**config.mk**
```make
export PLATFORM = sky130hd
export DESIGN_NAME = ogd_ctrl
export DESIGN_NICKNAME = d
export VERILOG_FILES = /design/src/rtl/core/ogd_pkg.sv /design/src/rtl/core/ogd_ctrl.sv
export SDC_FILE = /design/constraint.sdc
export NUM_CORES = 1
export LEC_CHECK = 0
export BUFFER_PORTS_ARGS = -buffer_cell sky130_fd_sc_hd__buf_2
export CAP_MARGIN = 20
export CORE_MARGIN = 8
export CORE_UTILIZATION = 40
export DETAILED_ROUTE_END_ITERATION = 10
export PLACE_DENSITY = 0.67
export SLEW_MARGIN = 10
export SYNTH_ARGS = -nofsm -noshare
export SYNTH_HDL_FRONTEND = slang
export SYNTH_SLANG_ARGS = --single-unit
```
**constraint.sdc**
```tcl
create_clock -name clock -period 1.9 [get_ports clock]
set_input_delay 0.19 -clock clock [delete_from_list [all_inputs] [get_ports clock]]
set_output_delay 0.19 -clock clock [all_outputs]
set_load 0.01 [all_outputs]
```
**src/rtl/core/ogd_pkg.sv**
```systemverilog
`default_nettype none
package ogd_pkg;
   localparam int WindowMax = 64;
   localparam int IdxW = 6;
   localparam int FillW = 7;
   localparam int CordicSteps = 30;
   localparam logic signed [35:0] HalfPiQ30 = 36'sd1686629713;

   typedef enum logic [3:0] {
      ST_IDLE, ST_PROD, ST_SQRT, ST_CORDIC, ST_STORE_ANG,
      ST_CHECK, ST_SUM, ST_STAT, ST_DEV, ST_DECIDE, ST_APPEND, ST_RESP
   } state_type;

   typedef struct packed {
      logic load;
      logic sqrt_start;
      logic cordic_start;
      logic [1:0] cordic_sel;
      logic store_angle;
      logic clear_acc;
      logic acc_step;
      logic stat_step;
      logic dev_step;
      logic decide;
      logic append;
      logic resp_load;
      logic idx_reset;
   } cmd_type;

   typedef struct packed {
      logic sqrt_done;
      logic cordic_done;
      logic need_eval;
      logic idx_last;
      logic stat_done;
   } sts_type;

   function automatic logic signed [35:0] atan_q30(input logic [4:0] i);
      case (i)
         5'd0: atan_q30 = 36'sd843314857;
         5'd1: atan_q30 = 36'sd497837829;
         5'd2: atan_q30 = 36'sd263043837;
         5'd3: atan_q30 = 36'sd133525159;
         5'd4: atan_q30 = 36'sd67021687;
         5'd5: atan_q30 = 36'sd33543516;
         5'd6: atan_q30 = 36'sd16775851;
         5'd7: atan_q30 = 36'sd8388437;
         5'd8: atan_q30 = 36'sd4194283;
         5'd9: atan_q30 = 36'sd2097149;
         default: atan_q30 = 36'sd1 <<< (6'd30 - {1'b0, i});
      endcase
   endfunction
endpackage
`default_nettype wire

```
**src/rtl/core/ogd_ctrl.sv**
```systemverilog
`default_nettype none
module ogd_ctrl (
   input  wire logic clock,
   input  wire logic reset,
   input  wire logic req_valid,
   output logic req_ready,
   output logic rsp_valid,
   input  wire logic rsp_ready,
   input  wire ogd_pkg::sts_type sts,
   output ogd_pkg::cmd_type cmd
);
   ogd_pkg::state_type state_ff, state_in;
   logic [1:0] sel_ff, sel_in;

   always_ff @(posedge clock) begin
      if (reset) begin
         state_ff <= ogd_pkg::ST_IDLE;
         sel_ff <= '0;
      end else begin
         state_ff <= state_in;
         sel_ff <= sel_in;
      end
   end

   always_comb begin
      state_in = state_ff;
      sel_in = sel_ff;
      cmd = '0;
      cmd.cordic_sel = sel_ff;
      req_ready = 1'b0;
      rsp_valid = 1'b0;
      case (state_ff)
         ogd_pkg::ST_IDLE: begin
            req_ready = 1'b1;
            if (req_valid) begin
               cmd.load = 1'b1;
               state_in = ogd_pkg::ST_PROD;
            end
         end
         ogd_pkg::ST_PROD: begin
            cmd.sqrt_start = 1'b1;
            state_in = ogd_pkg::ST_SQRT;
         end
         ogd_pkg::ST_SQRT: begin
            if (sts.sqrt_done) begin
               sel_in = 2'd0;
               cmd.cordic_sel = 2'd0;
               cmd.cordic_start = 1'b1;
               state_in = ogd_pkg::ST_CORDIC;
            end
         end
         ogd_pkg::ST_CORDIC: begin
            if (sts.cordic_done) state_in = ogd_pkg::ST_STORE_ANG;
         end
         ogd_pkg::ST_STORE_ANG: begin
            cmd.store_angle = 1'b1;
            if (sel_ff == 2'd2) begin
               state_in = ogd_pkg::ST_CHECK;
            end else begin
               sel_in = sel_ff + 2'd1;
               cmd.cordic_sel = sel_ff + 2'd1;
               cmd.cordic_start = 1'b1;
               state_in = ogd_pkg::ST_CORDIC;
            end
         end
         ogd_pkg::ST_CHECK: begin
            cmd.clear_acc = 1'b1;
            cmd.idx_reset = 1'b1;
            state_in = sts.need_eval ? ogd_pkg::ST_SUM : ogd_pkg::ST_APPEND;
         end
         ogd_pkg::ST_SUM: begin
            cmd.acc_step = 1'b1;
            if (sts.idx_last) state_in = ogd_pkg::ST_STAT;
         end
         ogd_pkg::ST_STAT: begin
            cmd.stat_step = 1'b1;
            cmd.idx_reset = 1'b1;
            if (sts.stat_done) state_in = ogd_pkg::ST_DEV;
         end
         ogd_pkg::ST_DEV: begin
            cmd.dev_step = 1'b1;
            if (sts.idx_last) state_in = ogd_pkg::ST_DECIDE;
         end
         ogd_pkg::ST_DECIDE: begin
            cmd.decide = 1'b1;
            state_in = ogd_pkg::ST_APPEND;
         end
         ogd_pkg::ST_APPEND: begin
            cmd.append = 1'b1;
            cmd.resp_load = 1'b1;
            state_in = ogd_pkg::ST_RESP;
         end
         ogd_pkg::ST_RESP: begin
            rsp_valid = 1'b1;
            if (rsp_ready) state_in = ogd_pkg::ST_IDLE;
         end
         default: state_in = ogd_pkg::ST_IDLE;
      endcase
   end
endmodule
`default_nettype wire

```
==> results of run 1 <==
==> metal layers <==
layer  routed length (µm)  part of all wire
met1                  788              0.47
met2                  800              0.48
met3                   69             0.041
met4                   12            0.0072
met5                    0                 0
==> layout make-up <==
type | instances | area, µm² | share of cell area
clock buffers | 3 | 22.5 | 0.0288
inverters | 8 | 30.0 | 0.0385
well taps | 16 | 20.0 | 0.0256
multi-input cells | 68 | 438 | 0.561
repair buffers | 28 | 150 | 0.192
flip-flops and latches | 6 | 120 | 0.154
==> metrics by stage <==
step / util / cells / setup TNS, ns / cell area (µm²) / worst slack (ns)
2_1_floorplan: - / 90 / 0 / 639 / 0.352
3_3_place_gp: 0.500 / 126 / 0 / 753 / 0.275
3_5_place_dp: 0.500 / 126 / 0 / 753 / 0.263
4_1_cts: 0.515 / 129 / 0 / 776 / 0.114
5_1_grt: 0.518 / 129 / -0.0654 / 781 / -0.0527
6_report: 0.518 / 129 / 0 / 781 / 0.0773
==> registers in the layout, summed over array words and instances, names as in the netlist <==
signal,count
sel_ff,2
state_ff,4
==> synthesized netlist by cell type, drive strengths merged, types with 2 or more instances <==
cell type,count
and2,2
nand2,9
nor3b,2
nand3b,2
clkbuf,2
buf,6
a211oi,2
nor3,6
o22ai,2
nor2,5
o21ai,3
inv,8
nor2b,2
nand3,2
a21oi,8
and3b,2
and3,2
mux2i,3
ha,2
dfxtp,6
==> logic make-up (layout without fill, tap and decap cells) <==
| logic type | Yosys count | in the layout |
|---|---|---|
| AOI/OAI and AO/OA | 21 | 21 |
| adders and majority gates | 2 | 2 |
| buffers and inverters | 16 | 39 |
| DFF | 6 | 6 |
| muxes | 3 | 3 |
| and+or+nand+nor | 42 | 42 |
==> path summary, 6_finish.rpt <==
kind                from          end  slack, ns  depth (start not counted)
max          state_ff[0]       cmd[9]       0.08                          6
min                reset  state_ff[3]       0.19                          2
max reg2reg  state_ff[2]  state_ff[0]       0.23                          4
min reg2reg    sel_ff[1]    sel_ff[1]       0.52                          2
==> power groups by stage <==
stage | clock (mW) | sequential [mW] | combinational, mW
after floorplan | 0 | 0.176 | 0.501
after global placement | 0 | 0.208 | 0.591
after detailed placement | 0 | 0.210 | 0.597
after CTS | 0.122 | 0.207 | 0.601
after global routing | 0.128 | 0.215 | 0.655
final | 0.113 | 0.210 | 0.601
==> timing repair <==
action                     in CTS  in global routing
gates resized for setup         0                  1
setup endpoints to repair       0                  1
hold endpoints to repair        0                  0
setup buffers                   0                  0
==> metrics.yaml, run 1 <==
status: "complete, no violations"
port_buffers: 24
grt_pass1_vias: 628
synthAdderAreaFrac: 0.0391
p_int_mw: 0.499
fp.coreArea_mm2: 0.00151
cp_num_buf_inv: 2
netlist_instances: 90
num_vias: 706
slowest_stage: "dfxtp_1"
antenna_found_initial: 0
yosys.area.top_type: "dfxtp_1"
layout_common_cells: "buf_2, nand2_1, inv_1, a21oi_1"
use_met3: 0.0251
ir_drop_uv: 741
grt_util_met1: 0.125
synth_nets: 101
syn_to_final_growth_pct: 22.1
cp.arrival_ns: 1.63
crit_type: "reg2out"
gr-max-usage-layer: "met2"
drc: 0
hold_viol: 0
skew_ns: 0.00287
switchingPower_mw: 0.425
syn-cell-area_um2: 639
cts_hold_buffers: 0
p_sw_frac: 0.460
max_freq_mhz: 549
initial_core_util: 0.424
rows: 14
grt_pass1_wl_mm: 2.76
synth-compound-area-share: 0.215
fill_cells: 160
wire_per_inst_um: 12.9
period_needed_ns: 1.82
finalPower_mw: 0.924
clkPwrFrac: 0.123
wirelength_mm: 1.67
cts.path.max_buffers: 2
ys_types: 36
powerDensity_mw_per_mm2: 1180
cts-root-buf: "clkbuf_4"
clock_latency_ns: 0.24
cp_slowest_stage_delay_ns: 0.37
die_area_mm2: 0.00313
netlist.area_leader.share: 0.188
drive_above_1_share: 0.310
synthFlopType: "dfxtp_1"
cts.sinks: 6
io_pins: 25
grt.total_usage: 0.101
clk_pin_slew_worst_paths_ns: 0.04
yosys_warnings: 0
antenna_left: 0
power_frac_comb: 0.651
ys_seq_area_frac: 0.188
gp_congestion: 0.831
final_common_cell: "buf_2"
max_slew_margin: 0.702
antennaDiodeCount: 0
cp.required_ns: 1.71
drv_cap: 0
synth_top_family_by_area: "simple AND/OR/NAND/NOR gates"
synth.area.top_cells: "dfxtp_1, a21oi_1, buf_4, nand2_1, mux2i_1"
yosys.area_share.xor_xnor: 0
path_cells: "buf_4, nor2_1, nand3b_1, o22ai_1, a21oi_1, buf_2"
synthSimpleGateAreaFrac: 0.376
post_synth_mux_area_share: 0.0470
synth_edf_count: 0
hold_path_class: "in2reg"
seqPwrFrac: 0.227
worst_pin_slew_ns: 0.443
dieWidth_um: 56.0
fp.dieH_um: 56.0
dp_hpwl_mm: 1.28
cts_tree: "yes"
endpoint_kind: "output port"
whs_ns: 0.194
synth_area_per_cell_um2: 7.10
fin_nets: 126
viasPerCell: 5.47
grt-ovfl-total: 0
crit_fanout: 10
grt_start_max_net_pins: 20
start_kind: "flop"
cts_htree_levels: 1
grtUsageMet2: 0.155
firstDrtPassIters: 4
crit_family: "simple AND/OR/NAND/NOR gates"
numCtsBuffers: 3
slew_violations: 0
async_reset_ff_frac: 0
finalCritPeriodShare: 0.959
setup_viol: 0
drt_iter0_drc: 24
leakage_nw: 0.404
synth_seq_cells: 6
Power figures use the tool's default switching activity.
==> inputs of run 2 (changes only) <==
--- a/config.mk
+++ b/config.mk
@@ -5,12 +5,12 @@
 export SDC_FILE = /design/constraint.sdc
 export NUM_CORES = 1
 export LEC_CHECK = 0
-export BUFFER_PORTS_ARGS = -buffer_cell sky130_fd_sc_hd__buf_2
 export CAP_MARGIN = 20
 export CORE_MARGIN = 8
 export CORE_UTILIZATION = 40
 export DETAILED_ROUTE_END_ITERATION = 10
-export PLACE_DENSITY = 0.67
+export DONT_BUFFER_PORTS = 1
+export PLACE_DENSITY = 0.53
 export SLEW_MARGIN = 10
 export SYNTH_ARGS = -nofsm -noshare
 export SYNTH_HDL_FRONTEND = slang
==> run 2 against run 1 <==
Critical path depth shrank 2. Final cell count shrank 17%. Non-clock buffer count shrank 22. Routed wire length shrank 0.84%. Cell area shrank 13%.
==> metrics.yaml, run 2 (synthesized netlist as in run 1, its figures left out) <==
grt_pass1_wl_mm: 2.71  # was 2.76 mm
fin_nets: 104  # was 126
skew_ns: 0.00704  # was 0.00287 ns
grtUsageMet2: 0.143  # was 0.155
top_register: "state_ff"  # unchanged
worst_pin_slew_ns: 0.422  # was 0.443 ns
ir_drop_uv: 601  # was 741 µV
num_vias: 623  # was 706
cts.sinks: 6  # unchanged
dieWidth_um: 56.0  # unchanged
grt_start_max_net_pins: 14  # was 20
fin_setup_tns_ns: 0  # unchanged
die_area_mm2: 0.00313  # unchanged
clkPwrFrac: 0.135  # was 0.123
max_slew_margin: 0.717  # was 0.702
start_kind: "flop"  # unchanged
hold_path_class: "in2reg"  # unchanged
final_common_cell: "nand2_1"  # was buf_2
status: "complete, no violations"  # unchanged
p_int_mw: 0.478  # was 0.499 mW
endpoint_kind: "output port"  # unchanged
finalPower_mw: 0.897  # was 0.924 mW
cts_htree_levels: 1  # unchanged
crit_fanout: 11  # was 10
wirelength_mm: 1.66  # was 1.67 mm
syn_to_final_growth_pct: 6.26  # was 22.1%
drc: 0  # unchanged
dpl_cell_area_um2: 641  # was 753 µm²
largest_register_ffs: 4  # unchanged
drv_cap: 0  # unchanged
io_pins: 25  # unchanged
hold_viol: 0  # unchanged
cp.required_ns: 1.71  # about the same
rsz0062_at_grt: "false"
clock_latency_ns: 0.25  # was 0.24 ns
use_met3: 0.0594  # was 0.0251
cts-root-buf: "clkbuf_4"  # unchanged
firstDrtPassIters: 4  # unchanged
crit_type: "reg2out"  # unchanged
slew_violations: 0  # unchanged
grt_util_met1: 0.131  # was 0.125
gr-max-usage-layer: "met2"  # unchanged
power_frac_comb: 0.618  # was 0.651
cp.arrival_ns: 1.54  # was 1.63 ns
layout_common_cells: "nand2_1, inv_1, a21oi_1, nor3_1"  # was buf_2, nand2_1, inv_1, a21oi_1
fp.dieH_um: 56.0  # unchanged
fp.coreArea_mm2: 0.00151  # unchanged
largestRegisters: "state_ff (4), sel_ff (2)"  # unchanged
switchingPower_mw: 0.419  # was 0.425 mW
setup_viol: 0  # unchanged
gp_congestion: 0.824  # was 0.831
powerDensity_mw_per_mm2: 1320  # was 1180 mW/mm²
leakage_nw: 0.293  # was 0.404 nW
antenna_left: 0  # unchanged
grt_pass1_vias: 527  # was 628
finalCritPeriodShare: 0.912  # was 0.959
period_needed_ns: 1.73  # was 1.82 ns
dp_hpwl_mm: 1.28  # about the same
port_buffers: 0  # was 24
numCtsBuffers: 3  # unchanged
grt-ovfl-total: 0  # unchanged
antennaDiodeCount: 0  # unchanged
clk_pin_slew_worst_paths_ns: 0.04  # about the same
seqPwrFrac: 0.247  # was 0.227
cts.path.max_buffers: 2  # unchanged
wire_per_inst_um: 15.5  # was 12.9 µm
initial_core_util: 0.424  # unchanged
drive_above_1_share: 0.143  # was 0.310
design_area_um2: 679  # was 781 µm²
viasPerCell: 5.82  # was 5.47
grt.total_usage: 0.103  # was 0.101
antenna_found_initial: 0  # unchanged
cts_tree: "yes"  # unchanged
drt_iter0_drc: 10  # was 24
rows: 14  # unchanged
max_freq_mhz: 577  # was 549 MHz
p_sw_frac: 0.467  # was 0.460
## run 2: cell count changes in the layout (fill, tap and decap cells not counted), sizes merged
cell and change:
buf -23, dlygate4sd3 +1
## run 2: area by class of cell
class | instances | area, µm²
timing repair buffer | 6 | 47.5
multi-input combinational | 68 | 438
tap | 16 | 20.0
sequential | 6 | 121
fill | 150 | 827
inverter | 8 | 30.0
clock buffer | 3 | 22.5
## run 2: worst max-delay path, stage by stage, from the launching register on
cell and delay, ns:
dfxtp_1 0.45, buf_4 0.22, and2b_2 0.18, and2_1 0.19, nor2b_1 0.25
## run 2: metal layers
metal	routed length [µm]	vias to the layer above	share of wire
met1	763	279	0.46
met3	120	0	0.072
met4	0	0	0
met5	0	-	0
met2	771	21	0.47
li1	-	323	-
## run 2: worst paths after layout
path                            depth (start not counted)          end   startpoint  slack (ns)
worst min-delay path                                    1    sel_ff[1]        reset        0.01
worst min register to register                          2    sel_ff[1]    sel_ff[1]        0.51
worst max register to register                          4  state_ff[3]  state_ff[3]        0.19
worst max-delay path                                    4       cmd[7]  state_ff[0]        0.17
## run 2: what timing repair did
action,CTS,global route
resized for setup,0,2
buffers inserted,0,0
hold endpoints to repair,3,0
hold buffers,1,0
setup endpoints to repair,0,7
## run 2: stage by stage
stage	utilization	std cells	setup WS [ns]	hold WS, ns
6_report	0.451	107	0.167	0.0126
5_1_grt	0.451	107	0.00736	0.00469
4_1_cts	0.447	107	0.0653	0.000691
3_5_place_dp	0.425	103	0.0765	0.265
3_3_place_gp	0.425	103	0.0856	0.261
2_1_floorplan	-	90	0.352	0.259
## run 2: power by group through the flow
stage	registers, mW	logic, mW	clock network, mW
finish	0.221	0.554	0.121
CTS	0.220	0.550	0.130
floorplan	0.176	0.501	0
detailed placement	0.223	0.547	0
global route	0.232	0.610	0.135
global placement	0.223	0.550	0
